--- src/hw/rtl/phb_pkg.sv ---
package phb_pkg;

	localparam int COORD_BITS_DEF      = 12;
	localparam int RATIO_FRAC_BITS_DEF = 12;

	localparam int PORT_COORD_BITS = 12;
	localparam int SCORE_BITS      = 11;
	localparam int MEAN_BITS       = 12;
	localparam int HEIGHT_BITS     = 12;
	localparam int WEIGHT_BITS     = 10;
	localparam int MPROD_BITS      = WEIGHT_BITS + 1 + MEAN_BITS;
	localparam int CORR_BITS       = 13;

	localparam logic [MEAN_BITS-1:0] MEAN_RESET = 12'd1700;

	// Confidence weight, Q0.10.
	localparam int WEIGHT_Q_BITS = 10;
	localparam int WEIGHT_MIN    = 307;
	localparam int WEIGHT_MAX    = 922;
	localparam int WEIGHT_ONE    = 1024;

	// Size correction, Q.12.
	localparam int SIZE_Q_BITS = 12;
	localparam logic [CORR_BITS-1:0] SIZE_UP_Q12   = 13'd4301;
	localparam logic [CORR_BITS-1:0] SIZE_DOWN_Q12 = 13'd3891;
	localparam logic [CORR_BITS-1:0] SIZE_ONE_Q12  = 13'd4096;
	localparam int AREA_HIGH = 10000;
	localparam int AREA_LOW  = 2000;

	localparam int HEIGHT_MIN = 800;
	localparam int HEIGHT_MAX = 2200;

	// Segment thresholds in tenths of the aspect ratio, bases and slopes in mm.
	localparam int TENTHS          = 10;
	localparam int TOP_TENTHS      = 24;
	localparam int HIGH_TENTHS     = 19;
	localparam int MID_TENTHS      = 16;
	localparam int LOW_TENTHS      = 11;
	localparam int TOP_BASE        = 1750;
	localparam int HIGH_BASE       = 1650;
	localparam int MID_BASE        = 1500;
	localparam int LOW_BASE        = 1200;
	localparam int TOP_SLOPE       = 200;
	localparam int HIGH_SLOPE      = 200;
	localparam int MID_SLOPE       = 500;
	localparam int LOW_SLOPE       = 600;
	localparam int TOP_CAP         = 160;
	localparam int FALLBACK_TENTHS = 7;

	// Exact division by ten of a 17-bit value.
	localparam int DIV10_BITS  = 17;
	localparam int DIV10_MUL   = 52429;
	localparam int DIV10_MBITS = 16;
	localparam int DIV10_SHIFT = 19;

	localparam int FRONT_STAGES = 3;
	localparam int POST_STAGES  = 7;

	typedef enum logic [1:0] {
		SZ_NOM,
		SZ_UP,
		SZ_DOWN
	} size_t;

	typedef struct packed {
		logic                   degen;
		size_t                  size;
		logic [WEIGHT_BITS-1:0] weight;
		logic [MPROD_BITS-1:0]  mprod;
	} side_t;

endpackage

--- src/hw/rtl/phb_front.sv ---
module phb_front #(
	parameter int COORD_BITS = phb_pkg::COORD_BITS_DEF
) (
	input  logic                                 clk,
	input  logic                                 arst_n,
	input  logic                                 start,
	input  logic [phb_pkg::MEAN_BITS-1:0]        mean_height_mm,
	input  logic [phb_pkg::PORT_COORD_BITS-1:0]  box_left,
	input  logic [phb_pkg::PORT_COORD_BITS-1:0]  box_right,
	input  logic [phb_pkg::PORT_COORD_BITS-1:0]  box_top,
	input  logic [phb_pkg::PORT_COORD_BITS-1:0]  box_bottom,
	input  logic [phb_pkg::SCORE_BITS-1:0]       score_q10,
	output logic                                 valid,
	output logic [COORD_BITS-1:0]                box_w,
	output logic [COORD_BITS-1:0]                box_h,
	output phb_pkg::side_t                       side
);

	localparam int CW = COORD_BITS;
	localparam int AW = 2 * CW;
	localparam logic [AW-1:0] AREA_HI = AW'(phb_pkg::AREA_HIGH);
	localparam logic [AW-1:0] AREA_LO = AW'(phb_pkg::AREA_LOW);
	localparam logic [phb_pkg::SCORE_BITS-1:0] SCORE_MIN = phb_pkg::SCORE_BITS'(phb_pkg::WEIGHT_MIN);
	localparam logic [phb_pkg::SCORE_BITS-1:0] SCORE_MAX = phb_pkg::SCORE_BITS'(phb_pkg::WEIGHT_MAX);
	localparam logic [phb_pkg::WEIGHT_BITS:0] W_ONE = (phb_pkg::WEIGHT_BITS + 1)'(phb_pkg::WEIGHT_ONE);

	logic [CW-1:0] lft, rgt, top, bot, w_next, h_next;
	logic [phb_pkg::WEIGHT_BITS-1:0] weight_next;

	logic                            valid_s1, valid_s2, valid_s3;
	logic [CW-1:0]                   w_s1, h_s1, w_s2, h_s2, w_s3, h_s3;
	logic                            deg_s1, deg_s2;
	logic [phb_pkg::WEIGHT_BITS-1:0] weight_s1, weight_s2;
	logic [AW-1:0]                   area_s2;
	phb_pkg::side_t                  side_s3;
	phb_pkg::size_t                  size_next;
	logic [phb_pkg::WEIGHT_BITS:0]   wcomp;

	always_comb begin
		lft = CW'(box_left);
		rgt = CW'(box_right);
		top = CW'(box_top);
		bot = CW'(box_bottom);
		w_next = (rgt >= lft) ? rgt - lft : lft - rgt;
		h_next = (bot >= top) ? bot - top : top - bot;
		if (score_q10 < SCORE_MIN) begin
			weight_next = phb_pkg::WEIGHT_BITS'(SCORE_MIN);
		end else if (score_q10 > SCORE_MAX) begin
			weight_next = phb_pkg::WEIGHT_BITS'(SCORE_MAX);
		end else begin
			weight_next = score_q10[phb_pkg::WEIGHT_BITS-1:0];
		end
	end

	always_comb begin
		if (area_s2 > AREA_HI) begin
			size_next = phb_pkg::SZ_UP;
		end else if (area_s2 < AREA_LO) begin
			size_next = phb_pkg::SZ_DOWN;
		end else begin
			size_next = phb_pkg::SZ_NOM;
		end
		wcomp = W_ONE - {1'b0, weight_s2};
	end

	always_ff @(posedge clk or negedge arst_n) begin
		if (!arst_n) begin
			valid_s1 <= 1'b0;
			valid_s2 <= 1'b0;
			valid_s3 <= 1'b0;
		end else begin
			valid_s1 <= start;
			valid_s2 <= valid_s1;
			valid_s3 <= valid_s2;
		end
	end

	always_ff @(posedge clk) begin
		w_s1      <= w_next;
		h_s1      <= h_next;
		deg_s1    <= (w_next == '0) || (h_next == '0);
		weight_s1 <= weight_next;

		w_s2      <= w_s1;
		h_s2      <= h_s1;
		deg_s2    <= deg_s1;
		weight_s2 <= weight_s1;
		area_s2   <= AW'(w_s1) * AW'(h_s1);

		w_s3           <= w_s2;
		h_s3           <= h_s2;
		side_s3.degen  <= deg_s2;
		side_s3.size   <= size_next;
		side_s3.weight <= weight_s2;
		side_s3.mprod  <= phb_pkg::MPROD_BITS'(wcomp) * phb_pkg::MPROD_BITS'(mean_height_mm);
	end

	assign valid = valid_s3;
	assign box_w = w_s3;
	assign box_h = h_s3;
	assign side  = side_s3;

endmodule

--- config.mk ---
export PLATFORM = sky130hd
export DESIGN_NAME = phb_front
export DESIGN_NICKNAME = d
export VERILOG_FILES = /design/src/hw/rtl/phb_pkg.sv /design/src/hw/rtl/phb_front.sv
export SDC_FILE = /design/constraint.sdc
export NUM_CORES = 1
export LEC_CHECK = 0
export ABC_AREA = 1
export BUFFER_PORTS_ARGS = -buffer_cell sky130_fd_sc_hd__buf_2
export CORE_MARGIN = 4
export CORE_UTILIZATION = 55
export DETAILED_ROUTE_END_ITERATION = 10
export MAX_ROUTING_LAYER = met4
export PLACE_DENSITY = 0.72
export SLEW_MARGIN = 0
export SYNTH_ARGS = -nofsm -noshare
export SYNTH_HDL_FRONTEND = slang
export SYNTH_SLANG_ARGS = --single-unit
export TNS_END_PERCENT = 100
--- constraint.sdc ---
create_clock -name clk -period 7.24 [get_ports clk]
set_clock_uncertainty 0.1 [all_clocks]
set_input_delay 1.086 -clock clk [delete_from_list [all_inputs] [get_ports clk]]
set_output_delay 1.086 -clock clk [all_outputs]
set_load 0.005 [all_outputs]
==> impl_metrics.yaml <==
route:
  wl_um: 36700
  vias: 12900
  drc: 0
  routed_via_density: 5.01
  routedWlPerCell_um: 14.3
  dr.pass1.iters: 5
  antenna_left: 0
  drtIter0Drc: 787
floorplanning:
  fp.dieArea_um2: 31500
  chipHeight_um: 178
  core_region_area_um2: 28100
  num_io_pins: 135
  rows: 61
  start_util: 0.563
  die_w_um: 178
logic_synthesis:
  synth_edf_count: 0
  avgSynthCellArea_um2: 7.63
  ys_seq_area_frac: 0.200
  synthDistinctLibCells: 46
  async_flop_share: 0.0191
  synthCells: 2072
  ys_ff_latch: 157
  synthFlopType: "dfxtp_1"
  synth_area_um2: 15800
  syn-num-nets: 2509
  yosysWarnings: 0
clocking:
  ctsResizeCount: 0
  clkSlewWorstSetupHoldPaths_ps: 70
  cts.path.max_buffers: 2
  cts_root_buf: "clkbuf_16"
  ctsHoldBuffers: 0
  worstSkewPairLatency_ps: 430
  post_cts_buffers: 0
  cts_inserted_buffers: 17
  cts_tree: "done"
  cts_sinks: 157
  htree_levels: 4
sta:
  finalHoldViolations: 0
  grt_setup_unrepaired: "no"
  setup_viol: 0
  max_slew_margin: 0.411
  period_needed_ps: 6350
  tns_ps: 0
  drv_slew: 0
  period_share: 0.877
  fmaxAchievable_mhz: 157
  fin_hold_ws_ps: 218
  worst_pin_slew_ps: 878
layout:
  drive_gt1_frac: 0.0915
  fin_cells: 2574
  area.growth.synth_to_final_pct: 9.74
  diodes: 0
  nets: 2621
setup_path:
  critPathKind: "reg2reg"
  crit_fanout: 15
  cp-end-kind: "register"
  crit_arrival_ps: 6580
  worstPathRequired_ps: 7470
  ff2ff_path_depth: 24
  critPathLaunchType: "register"
place:
  hpwl_um: 30300
  port_buffers: 134
  gp_congestion: 0.937
  place_inst: 2543
grt:
  grt_pass1_vias: 13200
  antenna_found_initial: 0
  grt_util_met2: 0.406
  grt_max_degree: 17
  grt_use_met1: 0.340
  gr-usage-all-layers: 0.252
  grt_use_met3: 0.0358
  grt_pass1_wl_um: 62800
  busiest_layer: "met2"
  overflow: 0
outcome:
  status: "finished clean"
min_path:
  hold_path.class: "reg2reg"
  min_path_cells: 0
run:
  cap_violations: 0
==> area by class of cell <==
class	instances	area [um^2]
clock inverters	13	155
inverters	517	1940
well taps	378	473
flip-flops and latches	157	3160
clock buffers	18	439
multi-input cells	1357	10500
fillers	2593	10700
repair buffers	134	671
==> critical path, cell delays in order, from the launching register on <==
cell	delay (ps)
dfxtp_1	510
inv_1	130
ha_1	180
nand2_1	70
or3_1	340
nor2_1	140
nand4_1	120
nor2_1	390
inv_2	150
nor2_1	170
fa_1	440
fa_1	520
fa_1	520
fa_1	550
inv_1	60
fa_1	530
inv_1	40
ha_1	360
a21oi_1	240
o21ai_0	130
a21oi_1	140
o21ai_0	150
nand2_1	90
nand2_1	60
xor2_1	130
==> cell usage in the layout (no fill, tap or decap), types with 5 or more instances in the layout <==
| cell | synthesis | layout |
|---|---|---|
| clkbuf_16 | 0 | 17 |
| nor2_1 | 111 | 111 |
| a21oi_1 | 68 | 68 |
| nor4_1 | 5 | 5 |
| o211ai_1 | 6 | 6 |
| fa_1 | 193 | 193 |
| nand2_1 | 555 | 555 |
| dfxtp_1 | 154 | 154 |
| o21ai_0 | 36 | 36 |
| buf_2 | 1 | 134 |
| inv_2 | 8 | 8 |
| inv_1 | 507 | 507 |
| xnor2_1 | 21 | 21 |
| ha_1 | 170 | 170 |
| nor2_2 | 7 | 7 |
| nand3_1 | 69 | 69 |
| xor2_1 | 30 | 30 |
| o21ai_1 | 6 | 6 |
| nor3_1 | 9 | 9 |
| nand2_2 | 11 | 11 |
| o21a_1 | 6 | 6 |
| nand4_1 | 17 | 17 |
==> sequential cells by signal, summed over array words and instances, names as in the netlist <==
name / count
side: 36
area_s2: 24
box_h: 12
box_w: 12
h_s1: 12
h_s2: 12
w_s1: 12
w_s2: 12
weight_s1: 10
weight_s2: 10
deg_s1: 1
deg_s2: 1
valid: 1
valid_s1: 1
valid_s2: 1
==> synth_stat cells, types with 7 or more instances <==
cell type  number  area, um^2
nand2_1       555        2080
nor2_1        111         417
nand3_1        69         345
nand2_2        11        68.8
ha_1          170        2130
xnor2_1        21         184
clkbuf_1       31         116
xor2_1         30         263
nand4_1        17         106
nor3_1          9        45.0
dfxtp_1       154        3080
inv_1         507        1900
o21ai_0        36         180
a21oi_1        68         340
nor2_2          7        43.8
fa_1          193        3860
inv_2           8        30.0
==> per-stage QoR <==
stage	utilization	worst slack, ps	instance area [um^2]
final	0.618	889	17300
after CTS	0.618	895	17300
after floorplan	-	1430	15800
after detailed placement	0.596	888	16800
after global placement	0.596	1070	16800
after global routing	0.618	439	17300
==> logic make-up after synthesis <==
group / after synthesis / synth area share
AO/OA/AOI/OAI: 142 / 0.0503
XOR/XNOR: 51 / 0.0283
adder cells (fa/ha/maj): 363 / 0.379
buffers and inverters: 558 / 0.135
flip-flops: 157 / 0.200
AND/OR/NAND/NOR: 801 / 0.207
==> layer usage <==
metal / routed length [um] / vias to the layer above
met4: 636 / 0
met3: 2330 / 49
met5: 0 / -
li1: - / 6378
met2: 17100 / 420
met1: 16700 / 6057
==> path summary, 6_finish.rpt <==
check | startpoint | endpoint | slack, ps
worst max-delay path | weight_s2[0] | side[21] | 890
worst min-delay path | w_s2[5] | box_w[5] | 220
worst max register to register | weight_s2[0] | side[21] | 890
worst min register to register | w_s2[5] | box_w[5] | 220
max in group asynchronous | arst_n | valid_s1 | 6590
min in group asynchronous | arst_n | valid_s2 | 340
Power is not shown: default switching activity piles up to over one toggle a cycle in this logic, so the estimate is an artifact.
