--- src/hw/rtl/phb_pkg.sv ---
package phb_pkg;

	localparam int COORD_BITS_DEF      = 12;
	localparam int RATIO_FRAC_BITS_DEF = 12;

	localparam int PORT_COORD_BITS = 12;
	localparam int SCORE_BITS      = 11;
	localparam int MEAN_BITS       = 12;
	localparam int HEIGHT_BITS     = 12;
	localparam int WEIGHT_BITS     = 10;
	localparam int MPROD_BITS      = WEIGHT_BITS + 1 + MEAN_BITS;
	localparam int CORR_BITS       = 13;

	localparam logic [MEAN_BITS-1:0] MEAN_RESET = 12'd1700;

	// Confidence weight, Q0.10.
	localparam int WEIGHT_Q_BITS = 10;
	localparam int WEIGHT_MIN    = 307;
	localparam int WEIGHT_MAX    = 922;
	localparam int WEIGHT_ONE    = 1024;

	// Size correction, Q.12.
	localparam int SIZE_Q_BITS = 12;
	localparam logic [CORR_BITS-1:0] SIZE_UP_Q12   = 13'd4301;
	localparam logic [CORR_BITS-1:0] SIZE_DOWN_Q12 = 13'd3891;
	localparam logic [CORR_BITS-1:0] SIZE_ONE_Q12  = 13'd4096;
	localparam int AREA_HIGH = 10000;
	localparam int AREA_LOW  = 2000;

	localparam int HEIGHT_MIN = 800;
	localparam int HEIGHT_MAX = 2200;

	// Segment thresholds in tenths of the aspect ratio, bases and slopes in mm.
	localparam int TENTHS          = 10;
	localparam int TOP_TENTHS      = 24;
	localparam int HIGH_TENTHS     = 19;
	localparam int MID_TENTHS      = 16;
	localparam int LOW_TENTHS      = 11;
	localparam int TOP_BASE        = 1750;
	localparam int HIGH_BASE       = 1650;
	localparam int MID_BASE        = 1500;
	localparam int LOW_BASE        = 1200;
	localparam int TOP_SLOPE       = 200;
	localparam int HIGH_SLOPE      = 200;
	localparam int MID_SLOPE       = 500;
	localparam int LOW_SLOPE       = 600;
	localparam int TOP_CAP         = 160;
	localparam int FALLBACK_TENTHS = 7;

	// Exact division by ten of a 17-bit value.
	localparam int DIV10_BITS  = 17;
	localparam int DIV10_MUL   = 52429;
	localparam int DIV10_MBITS = 16;
	localparam int DIV10_SHIFT = 19;

	localparam int FRONT_STAGES = 3;
	localparam int POST_STAGES  = 7;

	typedef enum logic [1:0] {
		SZ_NOM,
		SZ_UP,
		SZ_DOWN
	} size_t;

	typedef struct packed {
		logic                   degen;
		size_t                  size;
		logic [WEIGHT_BITS-1:0] weight;
		logic [MPROD_BITS-1:0]  mprod;
	} side_t;

endpackage

--- src/hw/rtl/phb_div.sv ---
module phb_div #(
	parameter int COORD_BITS      = phb_pkg::COORD_BITS_DEF,
	parameter int RATIO_FRAC_BITS = phb_pkg::RATIO_FRAC_BITS_DEF
) (
	input  logic                                   clk,
	input  logic                                   arst_n,
	input  logic                                   in_valid,
	input  logic [COORD_BITS-1:0]                  box_w,
	input  logic [COORD_BITS-1:0]                  box_h,
	input  phb_pkg::side_t                         in_side,
	output logic                                   out_valid,
	output logic [COORD_BITS+RATIO_FRAC_BITS-1:0]  quo,
	output phb_pkg::side_t                         out_side
);

	localparam int CW = COORD_BITS;
	localparam int F  = RATIO_FRAC_BITS;
	localparam int QW = CW + F;
	localparam int PW = 2 * QW;

	// One quotient bit per stage, most significant first; the dividend is h << F.
	logic           valid_s [QW];
	logic [CW-1:0]  rem_s   [QW];
	logic [QW-1:0]  quo_s   [QW];
	logic [CW-1:0]  w_s     [QW];
	logic [CW-1:0]  h_s     [QW];
	phb_pkg::side_t side_s  [QW];

	for (genvar k = 0; k < QW; k++) begin : g_stage
		localparam int BIT = QW - 1 - k;

		logic           valid_prev;
		logic [CW-1:0]  rem_prev, w_prev, h_prev, rem_next;
		logic [QW-1:0]  quo_prev, quo_next;
		phb_pkg::side_t side_prev;
		logic           nbit, take;
		logic [CW:0]    trial, diff;

		if (k == 0) begin : g_head
			assign valid_prev = in_valid;
			assign rem_prev   = '0;
			assign quo_prev   = '0;
			assign w_prev     = box_w;
			assign h_prev     = box_h;
			assign side_prev  = in_side;
		end else begin : g_body
			assign valid_prev = valid_s[k-1];
			assign rem_prev   = rem_s[k-1];
			assign quo_prev   = quo_s[k-1];
			assign w_prev     = w_s[k-1];
			assign h_prev     = h_s[k-1];
			assign side_prev  = side_s[k-1];
		end

		if (BIT >= F) begin : g_hbit
			assign nbit = h_prev[BIT-F];
		end else begin : g_zbit
			assign nbit = 1'b0;
		end

		always_comb begin
			trial    = {rem_prev, nbit};
			diff     = trial - {1'b0, w_prev};
			take     = trial >= {1'b0, w_prev};
			rem_next = take ? diff[CW-1:0] : trial[CW-1:0];
			quo_next = quo_prev;
			quo_next[BIT] = take;
		end

		always_ff @(posedge clk or negedge arst_n) begin
			if (!arst_n) begin
				valid_s[k] <= 1'b0;
			end else begin
				valid_s[k] <= valid_prev;
			end
		end

		always_ff @(posedge clk) begin
			rem_s[k]  <= rem_next;
			quo_s[k]  <= quo_next;
			w_s[k]    <= w_prev;
			h_s[k]    <= h_prev;
			side_s[k] <= side_prev;
		end
	end

	assign out_valid = valid_s[QW-1];
	assign quo       = quo_s[QW-1];
	assign out_side  = side_s[QW-1];

	a_div_exact: assert property (@(posedge clk) disable iff (!arst_n)
		valid_s[QW-1] && (w_s[QW-1] != '0) |->
		(PW'(quo_s[QW-1]) * PW'(w_s[QW-1]) + PW'(rem_s[QW-1]) == (PW'(h_s[QW-1]) << F))
		&& (rem_s[QW-1] < w_s[QW-1]))
		else $error("quotient and remainder do not reproduce the dividend");

	a_div_latency: assert property (@(posedge clk) disable iff (!arst_n)
		out_valid |-> $past(in_valid, QW))
		else $error("divider word appeared without an entering word");

endmodule

--- config.mk ---
export PLATFORM = sky130hd
export DESIGN_NAME = phb_div
export DESIGN_NICKNAME = d
export VERILOG_FILES = /design/src/hw/rtl/phb_pkg.sv /design/src/hw/rtl/phb_div.sv
export SDC_FILE = /design/constraint.sdc
export NUM_CORES = 2
export LEC_CHECK = 0
export CAP_MARGIN = 30
export CORE_MARGIN = 2
export CORE_UTILIZATION = 55
export DETAILED_ROUTE_END_ITERATION = 6
export DONT_BUFFER_PORTS = 1
export PLACE_DENSITY = 0.83
export SLEW_MARGIN = 20
export SYNTH_ARGS = -nofsm -noshare
export SYNTH_HDL_FRONTEND = slang
export SYNTH_SLANG_ARGS = --single-unit
export TNS_END_PERCENT = 1
--- constraint.sdc ---
create_clock -name clk -period 2.2 [get_ports clk]
set_input_delay 0.11 -clock clk [delete_from_list [all_inputs] [get_ports clk]]
set_output_delay 0.11 -clock clk [all_outputs]
set_load 0.005 [all_outputs]
==> impl_metrics.ini <==
[sta]
slew_headroom_pct = 67.0
tns_ps = -1150
worst_slack_ps = -147
setup_viol = 28
fmax_mhz = 426
holdWs_ps = 99.3
fin_crit_ps = 2350
timing_worst_slew_pin_value_ps = 495
drv_slew = 0
post-route-period-util_pct = 107
hold_viol_final = 0
rsz0062_at_grt = yes
fin_skew_ps = 48.5

[synthesis]
ys_types = 67
yosysSeqAreaShare_pct = 69.3
syn_nets = 4416
async_flop_share_pct = 1.33
syn_area_per_cell_um2 = 12.9
yosysWarnings = 0
netlist_area_um2 = 52400
yosys_register_bits = 1806
netlist_instances = 4054
ys.flop_type = dfxtp_1
synth_edf_count = 0

[critical_path]
required_ps = 2880
worst-path-buf-inv = 2
r2r-end = rem_s[0][18]
slowest_stage = mux2_1
start_kind = register
worstPathArrival_ps = 3020
endpoint = rem_s[0][18]
worst_path_largest_cell_delay_ps = 310
critPathTopFamily = compound AO/OA/AOI/OAI gates
reg2reg_from = h_s[0][10]
path_cells = inv_1, ha_1, fa_2, nor2b_1, o21ai_0, nand2b_1, buf_4, a21o_1, a21oi_1, xnor2_1, mux2_1
worstPathMaxFanout = 2
crit_path_start = h_s[0][10]
r2r_slack_ps = -150
endpoint_kind = register
critical_path_depth = 11
worst-setup-path-type = register to register
reg2regPathDepth = 11

[power]
sw_frac_of_total_pct = 28.2
total_power_mw = 95.3
clkPwrFrac_pct = 30.8
p_seq_share_pct = 42.1
p_comb_share_pct = 27.1
power_density_nw_per_um2 = 1480
p_leak_nw = 28.7
intPower_mw = 68.4
p_switching_mw = 26.8
peakVddDrop_mv = 0.971

[drt]
drt_pass1_iterations = 5
routed_wl_um = 93000
routed_via_density = 4.95
drt_first_iter_violations = 1442
num_vias = 29600
ant_nets = 0
drc = 0
wl_per_cell_um = 15.5

[global_route]
antenna_found_initial = 3
grt_max_degree = 25
grtUsageTotal_pct = 18.5
first_global_vias = 31000
grt_pass1_wl_um = 148000
overflow = 0

[floorplanning]
start_util_pct = 55.3
fp.dieH_um = 313
core_area_um2 = 94700
die_area_um2 = 97700
rows = 113
num_io_pins = 124
fp.dieW_um = 313

[place]
io_buffers = 0
place_area_um2 = 55800
place.gp.congestion = 0.875
placed_cells = 5547
place_ws_ps = -290
dp_hpwl_um = 55200

[finish]
area_delta_synth_final_pct = 23.2
layout.cells.non_filler = 5981
drive_gt1_share_pct = 19.9
layout.nets = 4947
finish.utilization_pct = 68.1
fin_area_um2 = 64500
nFillCells = 6216

[clock_tree]
tritoncts = built
clock_sinks = 1806
numCtsBuffers = 168
path_clk_slew_ps = 60
insertion_delay_ps = 790
clock_path_buffers = 3
htreeDepth = 4
cts-root-buf = clkbuf_16

[hold_path]
hold_path.class = input pin to register

[status]
violations = negative setup slack
status = finished with violations

[job]
cap_violations = 0
-- layer usage --
layer	wire length, µm	track usage [%]	vias up
met5	0	0	-
met4	3140	8.26	0
met3	3760	3.42	249
met2	48000	33.9	649
met1	38100	20.9	14000
li1	-	-	14700
-- flip-flops by register name (all words and copies together) (netlist names) --
| register | cells |
|---|---|
| out_valid | 1 |
| quo_s | 300 |
| rem_s | 276 |
| h_s | 66 |
| g_stage.valid_prev | 23 |
| side_s | 864 |
| w_s | 276 |
-- worst min path at each step --
stage | endpoint | depth (start not counted) | slack [ps] | start
after global routing | w_s[0][1] | 1 | 80 | box_w[1]
final | w_s[0][1] | 1 | 100 | box_w[1]
after detailed placement | out_valid | 0 | -190 | arst_n
after CTS | w_s[0][1] | 1 | 10 | box_w[1]
after global placement | g_stage[21].valid_prev | 0 | -190 | arst_n
after floorplan | g_stage[10].valid_prev | 0 | -190 | arst_n
-- timing repair --
action | in CTS | in global routing
gates resized for setup | 114 | 237
setup buffers | 3 | 2
setup endpoints to repair | 193 | 257
pin swaps | 31 | 61
hold buffers | 123 | 1
cloned | 3 | 1
endpoints found under the hold margin | 97 | 24
-- placed cells by master (no fill, tap or decap), types with 25 or more instances in the layout --
| cell type | synthesis | final |
|---|---|---|
| a211oi_1 | 32 | 32 |
| a21o_1 | 76 | 76 |
| a21oi_1 | 203 | 160 |
| a21oi_2 | 0 | 43 |
| buf_4 | 2 | 250 |
| clkbuf_1 | 9 | 31 |
| clkbuf_16 | 0 | 168 |
| clkbuf_8 | 0 | 35 |
| dfxtp_1 | 1782 | 1734 |
| dfxtp_2 | 0 | 48 |
| dlygate4sd3_1 | 0 | 123 |
| ha_1 | 277 | 222 |
| ha_4 | 0 | 44 |
| inv_1 | 338 | 331 |
| mux2_1 | 105 | 87 |
| mux2_2 | 56 | 56 |
| mux2_4 | 21 | 39 |
| mux2i_1 | 34 | 34 |
| nand2_1 | 99 | 92 |
| nand2b_1 | 68 | 66 |
| nor2_1 | 158 | 156 |
| nor2b_1 | 48 | 33 |
| nor3_1 | 55 | 54 |
| o21a_1 | 31 | 31 |
| o21ai_0 | 79 | 66 |
| o21ai_1 | 63 | 48 |
| o21ai_2 | 3 | 27 |
| or3_1 | 25 | 25 |
| xnor2_1 | 84 | 84 |
| xor2_1 | 82 | 82 |
-- synthesized netlist by cell type, types with 34 or more instances --
cell type  number  area share, %
xor2_1         82            1.4
nor2_1        158            1.1
mux2i_1        34           0.65
ha_1          277            6.6
nor3_1         55           0.53
nand2_1        99           0.71
inv_1         338            2.4
o21ai_0        79           0.75
o21ai_1        63           0.60
a21oi_1       203            1.9
mux2_2         56            1.2
a21o_1         76            1.1
nand2b_1       68           0.81
dfxtp_1      1782             68
xnor2_1        84            1.4
nor2b_1        48           0.57
mux2_1        105            2.3
-- power by group through the flow --
| stage | Sequential (mW) | Combinational [mW] | Clock [mW] |
|---|---|---|---|
| final | 40.1 | 25.8 | 29.4 |
| after floorplan | 39.7 | 16.4 | 0 |
| after detailed placement | 40.6 | 22.2 | 0 |
| after global routing | 40.6 | 28.2 | 31.5 |
| after global placement | 40.4 | 21.5 | 0 |
| after CTS | 40.0 | 23.8 | 30.1 |
-- logic make-up (layout without fill, tap and decap cells) --
kind of cell,Yosys count,in the layout,share of synthesized area (%)
compound gates,628,631,7.62
xor+xnor,166,166,2.78
fa+ha+maj,299,299,7.46
buf+inv,372,1029,2.77
flops,1806,1806,69.3
mux,216,216,4.71
other cells,0,2,0
simple gates,567,567,5.40
-- worst reg2reg max path: cells and delay by family, from the launching register on --
family / cells / cell delay, ps
compound gates: 3 / 590
fa+ha+maj: 2 / 480
mux: 1 / 310
flops: 1 / 300
buf+inv: 2 / 250
simple gates: 2 / 190
xor+xnor: 1 / 110
-- layout make-up --
type / instances / area [µm²] / share of cell area [%]
multi-input combinational: 1879 / 16200 / 25.1
clock inverter: 65 / 991 / 1.54
tap: 1265 / 1580 / 2.45
antenna: 2 / 5.00 / 0.00775
timing repair buffer: 390 / 3340 / 5.17
inverter: 340 / 1280 / 1.98
clock buffer: 234 / 4800 / 7.44
sequential: 1806 / 36300 / 56.3
Power figures use the tool's default switching activity.
