$ cat config.mk
export PLATFORM = sky130hd
export DESIGN_NAME = phb_post
export DESIGN_NICKNAME = d
export VERILOG_FILES = /design/src/hw/rtl/phb_pkg.sv /design/src/hw/rtl/phb_post.sv
export SDC_FILE = /design/constraint.sdc
export NUM_CORES = 2
export LEC_CHECK = 0
export ABC_AREA = 1
export BUFFER_PORTS_ARGS = -buffer_cell sky130_fd_sc_hd__buf_2
export CAP_MARGIN = 30
export CORE_MARGIN = 2
export CORE_UTILIZATION = 66
export CTS_CLUSTER_SIZE = 10
export DETAILED_ROUTE_END_ITERATION = 10
export PLACE_DENSITY = 0.86
export SKIP_LAST_GASP = 1
export SYNTH_ARGS = -nofsm -noshare
export SYNTH_HDL_FRONTEND = slang
export SYNTH_SLANG_ARGS = --single-unit
export TNS_END_PERCENT = 100
$ cat constraint.sdc
create_clock -name clk -period 7.8 [get_ports clk]
set_input_delay 0.39 -clock clk [delete_from_list [all_inputs] [get_ports clk]]
set_output_delay 0.39 -clock clk [all_outputs]
set_load 0.01 [all_outputs]
$ cat src/hw/rtl/phb_pkg.sv
package phb_pkg;

	localparam int COORD_BITS_DEF      = 12;
	localparam int RATIO_FRAC_BITS_DEF = 12;

	localparam int PORT_COORD_BITS = 12;
	localparam int SCORE_BITS      = 11;
	localparam int MEAN_BITS       = 12;
	localparam int HEIGHT_BITS     = 12;
	localparam int WEIGHT_BITS     = 10;
	localparam int MPROD_BITS      = WEIGHT_BITS + 1 + MEAN_BITS;
	localparam int CORR_BITS       = 13;

	localparam logic [MEAN_BITS-1:0] MEAN_RESET = 12'd1700;

	// Confidence weight, Q0.10.
	localparam int WEIGHT_Q_BITS = 10;
	localparam int WEIGHT_MIN    = 307;
	localparam int WEIGHT_MAX    = 922;
	localparam int WEIGHT_ONE    = 1024;

	// Size correction, Q.12.
	localparam int SIZE_Q_BITS = 12;
	localparam logic [CORR_BITS-1:0] SIZE_UP_Q12   = 13'd4301;
	localparam logic [CORR_BITS-1:0] SIZE_DOWN_Q12 = 13'd3891;
	localparam logic [CORR_BITS-1:0] SIZE_ONE_Q12  = 13'd4096;
	localparam int AREA_HIGH = 10000;
	localparam int AREA_LOW  = 2000;

	localparam int HEIGHT_MIN = 800;
	localparam int HEIGHT_MAX = 2200;

	// Segment thresholds in tenths of the aspect ratio, bases and slopes in mm.
	localparam int TENTHS          = 10;
	localparam int TOP_TENTHS      = 24;
	localparam int HIGH_TENTHS     = 19;
	localparam int MID_TENTHS      = 16;
	localparam int LOW_TENTHS      = 11;
	localparam int TOP_BASE        = 1750;
	localparam int HIGH_BASE       = 1650;
	localparam int MID_BASE        = 1500;
	localparam int LOW_BASE        = 1200;
	localparam int TOP_SLOPE       = 200;
	localparam int HIGH_SLOPE      = 200;
	localparam int MID_SLOPE       = 500;
	localparam int LOW_SLOPE       = 600;
	localparam int TOP_CAP         = 160;
	localparam int FALLBACK_TENTHS = 7;

	// Exact division by ten of a 17-bit value.
	localparam int DIV10_BITS  = 17;
	localparam int DIV10_MUL   = 52429;
	localparam int DIV10_MBITS = 16;
	localparam int DIV10_SHIFT = 19;

	localparam int FRONT_STAGES = 3;
	localparam int POST_STAGES  = 7;

	typedef enum logic [1:0] {
		SZ_NOM,
		SZ_UP,
		SZ_DOWN
	} size_t;

	typedef struct packed {
		logic                   degen;
		size_t                  size;
		logic [WEIGHT_BITS-1:0] weight;
		logic [MPROD_BITS-1:0]  mprod;
	} side_t;

endpackage

$ cat src/hw/rtl/phb_post.sv
module phb_post #(
	parameter int COORD_BITS      = phb_pkg::COORD_BITS_DEF,
	parameter int RATIO_FRAC_BITS = phb_pkg::RATIO_FRAC_BITS_DEF
) (
	input  logic                                   clk,
	input  logic                                   arst_n,
	input  logic                                   in_valid,
	input  logic [COORD_BITS+RATIO_FRAC_BITS-1:0]  quo,
	input  phb_pkg::side_t                         side,
	input  logic [phb_pkg::MEAN_BITS-1:0]          mean_height_mm,
	output logic                                   done,
	output logic [phb_pkg::HEIGHT_BITS-1:0]        height_mm,
	output logic                                   degenerate_box
);

	localparam int F  = RATIO_FRAC_BITS;
	localparam int QW = COORD_BITS + F;
	localparam int RW = F + 3;
	localparam int TW = F + 13;
	localparam int EW = F + 11;
	localparam int AW = EW + phb_pkg::CORR_BITS;
	localparam int BW = AW + phb_pkg::WEIGHT_BITS;
	localparam int MW = F + 35;
	localparam int NW = F + 37;
	localparam int YW = phb_pkg::DIV10_BITS;
	localparam int PW = YW + phb_pkg::DIV10_MBITS;
	localparam int HB = phb_pkg::HEIGHT_BITS;

	localparam logic [QW-1:0] RATIO_CAP = QW'(4) << F;
	localparam logic [QW-1:0] TH_TOP  = QW'((phb_pkg::TOP_TENTHS << F) / phb_pkg::TENTHS);
	localparam logic [QW-1:0] TH_HIGH = QW'((phb_pkg::HIGH_TENTHS << F) / phb_pkg::TENTHS);
	localparam logic [QW-1:0] TH_MID  = QW'((phb_pkg::MID_TENTHS << F) / phb_pkg::TENTHS);
	localparam logic [QW-1:0] TH_LOW  = QW'((phb_pkg::LOW_TENTHS << F) / phb_pkg::TENTHS);

	localparam logic [TW-1:0] BASE_TOP  = TW'(phb_pkg::TOP_BASE) << F;
	localparam logic [TW-1:0] BASE_HIGH = TW'(phb_pkg::HIGH_BASE) << F;
	localparam logic [TW-1:0] BASE_MID  = TW'(phb_pkg::MID_BASE) << F;
	localparam logic [TW-1:0] BASE_LOW  = TW'(phb_pkg::LOW_BASE) << F;
	localparam logic [TW-1:0] OFF_TOP   =
		TW'(phb_pkg::TOP_SLOPE * phb_pkg::TOP_TENTHS / phb_pkg::TENTHS) << F;
	localparam logic [TW-1:0] OFF_HIGH  =
		TW'(phb_pkg::HIGH_SLOPE * phb_pkg::HIGH_TENTHS / phb_pkg::TENTHS) << F;
	localparam logic [TW-1:0] OFF_MID   =
		TW'(phb_pkg::MID_SLOPE * phb_pkg::MID_TENTHS / phb_pkg::TENTHS) << F;
	localparam logic [TW-1:0] OFF_LOW   =
		TW'(phb_pkg::LOW_SLOPE * phb_pkg::LOW_TENTHS / phb_pkg::TENTHS) << F;
	localparam logic [TW-1:0] CAP_TOP   = TW'(phb_pkg::TOP_CAP) << F;

	localparam int SH_FB  = phb_pkg::SIZE_Q_BITS + phb_pkg::WEIGHT_Q_BITS;
	localparam int SH_SEG = SH_FB + F;
	localparam logic [NW-1:0] RND_FB  = NW'(phb_pkg::TENTHS / 2) << SH_FB;
	localparam logic [NW-1:0] RND_SEG = NW'(1) << (SH_SEG - 1);

	localparam logic [YW-1:0] H_MIN = YW'(phb_pkg::HEIGHT_MIN);
	localparam logic [YW-1:0] H_MAX = YW'(phb_pkg::HEIGHT_MAX);

	typedef enum logic [2:0] {
		SEG_TOP,
		SEG_HIGH,
		SEG_MID,
		SEG_LOW,
		SEG_FALLBACK
	} seg_t;

	logic valid_s1, valid_s2, valid_s3, valid_s4, valid_s5, valid_s6, done_q;

	seg_t                           seg_s1, seg_next;
	logic [RW-1:0]                  ratio_s1;
	phb_pkg::side_t                 side_s1, side_s2, side_s3, side_s4;
	logic [EW-1:0]                  est_s2;
	logic [phb_pkg::CORR_BITS-1:0]  corr_s2, corr_next;
	logic                           fb_s2, fb_s3, fb_s4, fb_s5, fb_s6;
	logic [AW-1:0]                  a_s3;
	logic [BW-1:0]                  b_s4;
	logic [MW-1:0]                  m_s4;
	logic [YW-1:0]                  y_s5, y_s6;
	logic                           deg_s5, deg_s6;
	logic [PW-1:0]                  prod_s6;
	logic [HB-1:0]                  height_q;
	logic                           degen_q;

	logic [TW-1:0] ratio_w, span, est_t;
	logic [NW-1:0] sum;
	logic [YW-1:0] y_next, val, clamped;

	// Stage 1: pick the segment on the raw quotient; saturate the ratio above 4.0.
	always_comb begin
		if (quo > TH_TOP) begin
			seg_next = SEG_TOP;
		end else if (quo > TH_HIGH) begin
			seg_next = SEG_HIGH;
		end else if (quo > TH_MID) begin
			seg_next = SEG_MID;
		end else if (quo > TH_LOW) begin
			seg_next = SEG_LOW;
		end else begin
			seg_next = SEG_FALLBACK;
		end
	end

	// Stage 2: segment estimate in 1/2^F mm; the fallback holds 7*mean in tenths.
	always_comb begin
		ratio_w = TW'(ratio_s1);
		span    = '0;
		unique case (seg_s1)
			SEG_TOP: begin
				span  = ratio_w * TW'(phb_pkg::TOP_SLOPE) - OFF_TOP;
				est_t = BASE_TOP + ((span > CAP_TOP) ? CAP_TOP : span);
			end
			SEG_HIGH: begin
				est_t = BASE_HIGH + ratio_w * TW'(phb_pkg::HIGH_SLOPE) - OFF_HIGH;
			end
			SEG_MID: begin
				est_t = BASE_MID + ratio_w * TW'(phb_pkg::MID_SLOPE) - OFF_MID;
			end
			SEG_LOW: begin
				est_t = BASE_LOW + ratio_w * TW'(phb_pkg::LOW_SLOPE) - OFF_LOW;
			end
			default: begin
				est_t = TW'(phb_pkg::FALLBACK_TENTHS) * TW'(mean_height_mm);
			end
		endcase
		unique case (side_s1.size)
			phb_pkg::SZ_UP:   corr_next = phb_pkg::SIZE_UP_Q12;
			phb_pkg::SZ_DOWN: corr_next = phb_pkg::SIZE_DOWN_Q12;
			default:          corr_next = phb_pkg::SIZE_ONE_Q12;
		endcase
	end

	// Stage 5: blend sum and rounding. Segment values divide by a power of two;
	// the fallback keeps a factor of ten for stage 6.
	always_comb begin
		sum = NW'(b_s4) + NW'(m_s4);
		if (fb_s4) begin
			y_next = YW'((sum + RND_FB) >> SH_FB);
		end else begin
			y_next = YW'((sum + RND_SEG) >> SH_SEG);
		end
	end

	always_comb begin
		val = fb_s6 ? YW'(prod_s6 >> phb_pkg::DIV10_SHIFT) : y_s6;
		if (val < H_MIN) begin
			clamped = H_MIN;
		end else if (val > H_MAX) begin
			clamped = H_MAX;
		end else begin
			clamped = val;
		end
	end

	always_ff @(posedge clk or negedge arst_n) begin
		if (!arst_n) begin
			valid_s1 <= 1'b0;
			valid_s2 <= 1'b0;
			valid_s3 <= 1'b0;
			valid_s4 <= 1'b0;
			valid_s5 <= 1'b0;
			valid_s6 <= 1'b0;
			done_q   <= 1'b0;
		end else begin
			valid_s1 <= in_valid;
			valid_s2 <= valid_s1;
			valid_s3 <= valid_s2;
			valid_s4 <= valid_s3;
			valid_s5 <= valid_s4;
			valid_s6 <= valid_s5;
			done_q   <= valid_s6;
		end
	end

	always_ff @(posedge clk) begin
		seg_s1   <= seg_next;
		ratio_s1 <= (quo > RATIO_CAP) ? RW'(RATIO_CAP) : quo[RW-1:0];
		side_s1  <= side;

		est_s2  <= est_t[EW-1:0];
		corr_s2 <= corr_next;
		fb_s2   <= (seg_s1 == SEG_FALLBACK);
		side_s2 <= side_s1;

		a_s3    <= AW'(corr_s2) * AW'(est_s2);
		fb_s3   <= fb_s2;
		side_s3 <= side_s2;

		b_s4    <= BW'(side_s3.weight) * BW'(a_s3);
		m_s4    <= fb_s3 ? (MW'(MW'(side_s3.mprod) * MW'(phb_pkg::TENTHS)) << phb_pkg::SIZE_Q_BITS)
		                 : (MW'(side_s3.mprod) << (F + phb_pkg::SIZE_Q_BITS));
		fb_s4   <= fb_s3;
		side_s4 <= side_s3;

		y_s5   <= y_next;
		fb_s5  <= fb_s4;
		deg_s5 <= side_s4.degen;

		prod_s6 <= PW'(y_s5) * PW'(phb_pkg::DIV10_MUL);
		y_s6    <= y_s5;
		fb_s6   <= fb_s5;
		deg_s6  <= deg_s5;

		height_q <= deg_s6 ? mean_height_mm : HB'(clamped);
		degen_q  <= deg_s6;
	end

	assign done           = done_q;
	assign height_mm      = height_q;
	assign degenerate_box = degen_q;

	a_post_latency: assert property (@(posedge clk) disable iff (!arst_n)
		done |-> $past(in_valid, phb_pkg::POST_STAGES))
		else $error("result strobe without a matching quotient");

endmodule

==> flow_summary.ini <==
[status]
outcome = finished, final reports clean

[worst_setup_path]
critPathSlowestCell = dfxtp_1
crit_top_cell = fa_1
startpoint_type = register
worstSetupPathType = register to register
crit_path_end_kind = register
cp.arrival_ns = 6.89
crit_required_ns = 8.26
r2r_slack_ns = 1.37
worstPathCellList = nand2_1, inv_1, fa_1, fa_1, fa_1, inv_1, fa_1, fa_1, inv_1, ha_1, nand2_1, inv_1, a21oi_1, o21bai_1, a21boi_1, o21ai_0, a21boi_1, o21ai_0, a21oi_1, xnor2_1
cp_max_fo = 23
slowest_delay_ns = 0.84

[sta]
setup_violations = 0
timing.fmax_ghz = 0.155
final.setup_skew_ns = 0.0367
hold_viol = 0
slew_violations = 0
hold_ws_ns = 0.0435
fin_crit_sh_pct = 82.5
setup_tns_ns = 0
rsz0062_at_grt = no
slew_headroom_pct = 27.4
worst_pin_slew_ns = 1.09
final.min_clock_period_ns = 6.43

[flow_run]
maxCapViolCount = 0

[finish]
drive_above_1_share_pct = 4.91
finalNonFillerCells = 6137
nets = 6545
area_growth_pct = 6.93

[clock_network]
cts_made_buffers = 42
cts_root_buf = clkbuf_16
cts_buffer_depth = 3
clk_pin_slew_worst_paths_ns = 0.05
cts_sinks = 328
htreeDepth = 2
cts_post_setup_buffers_inserted = 0
insertion_delay_ns = 0.60
cts_tree = built

[synthesis]
yosys_warnings = 0
synth_area_leaders = fa_1 (32%), ha_1 (15%), dfxtp_1 (15%)
synthesis.instances = 5164
ys_seq_area_share_pct = 15.3
syn-num-nets = 6450
synth_top_area_share_pct = 31.6
synth.distinct_cells = 64
synth_top_cell_by_area = fa_1
ys_ff_latch = 328
syn_area_per_cell_sq_um = 8.38
synth.cell_area_sq_um = 43300
async_flop_share_pct = 2.13
synthFlopType = dfxtp_1
yosysMostFrequentCell = inv_1
synth_common_cells = inv_1 (1,151), nand2_1 (1,036), fa_1 (682)
synth-edff-count = 0

[die]
core_area_sq_um = 64600
die_area_sq_um = 67600
dieHeight_microns = 260
die_w_microns = 260
io_pins = 89
initial_utilization_pct = 67.0
rows = 93

[global_route]
grt.total_usage_pct = 34.2
grt_max_degree = 37
grt_antenna_before_repair = 4
overflow = 0
grt_pass1_wl_microns = 183000
grt_pass1_vias = 36600

[placed_design]
place.gp.congestion = 0.988
hpwl_microns = 90300
place_inst = 6032
port_buffers = 88

[route]
vias_per_cell = 5.64
postRouteAntennaNets = 0
first_pass_iters = 6
vias = 34600
wl_per_cell_microns = 18.0
finalWirelength_microns = 111000
drt_iter0_drc = 2701
drc_errors = 0

[worst_hold_path]
hold_class = input pin to register
[sequential cells by signal, indices dropped and copies added, names as in the netlist, 3 cells and up]
register / cells
seg_s1: 3
side_s1: 36
b_s4: 33
y_s5: 17
m_s4: 34
y_s6: 15
side_s2: 34
side_s3: 34
est_s2: 23
ratio_s1: 15
height_mm: 12
a_s3: 36
prod_s6: 16
corr_s2: 4
[per-stage QoR]
stage	setup slack, ns	instance area, sq um	util, %
global placement	1.59	44600	69.0
finish	1.37	46300	71.6
CTS	1.38	46300	71.6
floorplan	2.35	43300	-
detailed placement	1.43	44600	69.1
global route	0.831	46300	71.6
[layer usage]
layer / vias up / share of wire, % / track usage (%)
li1: 16100 / - / -
met4: 4 / 4.5 / 13.8
met1: 16600 / 40 / 44.5
met2: 1549 / 47 / 56.6
met3: 358 / 8.1 / 6.28
met5: - / 0.022 / 0
[layout make-up]
| type | instances | area (sq um) |
|---|---|---|
| Multi-Input combinational cell | 3567 | 31900 |
| Clock buffer | 53 | 1100 |
| Inverter | 1170 | 4390 |
| Sequential cell | 328 | 6600 |
| Clock inverter | 12 | 159 |
| Fill cell | 4716 | 18300 |
| Tap cell | 855 | 1070 |
| Antenna cell | 2 | 5.00 |
| Timing Repair Buffer | 150 | 1040 |
[final timing paths]
kind / from / endpoint / cells after the start
min reg2reg: side_s2[16] / side_s3[16] / 0
min in group asynchronous: arst_n / valid_s1 / 2
max: corr_s2[11] / a_s3[31] / 20
min: quo[6] / ratio_s1[6] / 3
max reg2reg: corr_s2[11] / a_s3[31] / 20
max in group asynchronous: arst_n / valid_s6 / 2
[kinds of logic (layout without fill, tap and decap cells)]
logic type,after synthesis,in the layout,share of synthesized area [%]
AND/OR/NAND/NOR,1588,1588,15.2
XOR/XNOR,167,167,3.55
other,0,2,0
adder cells (fa/ha/maj),1211,1211,46.9
buffers and inverters,1269,1385,11.0
multiplexers,12,12,0.295
AO/OA/AOI/OAI,589,589,7.76
flip-flops,328,328,15.3
[placed cells by master (no fill, tap or decap), types with 32 or more instances in the layout]
cell type and n:
xor2_1 107, buf_2 88, nor2_1 241, nand3_1 152
fa_1 682, nor3_1 32, dfxtp_1 321, xnor2_1 50
a31oi_1 33, inv_1 1151, ha_1 529, clkbuf_16 42
nand2_1 1036, a21oi_1 265, dlygate4sd3_1 38, o21ai_0 153
nand4_1 41
[critical path, delay by kind of cell (launching register included)]
kind                     cells  cell delay (ns)
flip-flops                   1             0.84
buffers and inverters        4             0.51
XOR/XNOR                     1             0.14
AND/OR/NAND/NOR              2             0.34
AO/OA/AOI/OAI                7             1.52
adder cells (fa/ha/maj)      6             2.93
[repair_timing]
action | 4_1_cts | 5_1_grt
endpoints found under the hold margin | 44 | 0
gates resized for setup | 0 | 0
hold buffers | 38 | 0
Power is not shown: default switching activity piles up to over one toggle a cycle in this logic, so the estimate is an artifact.
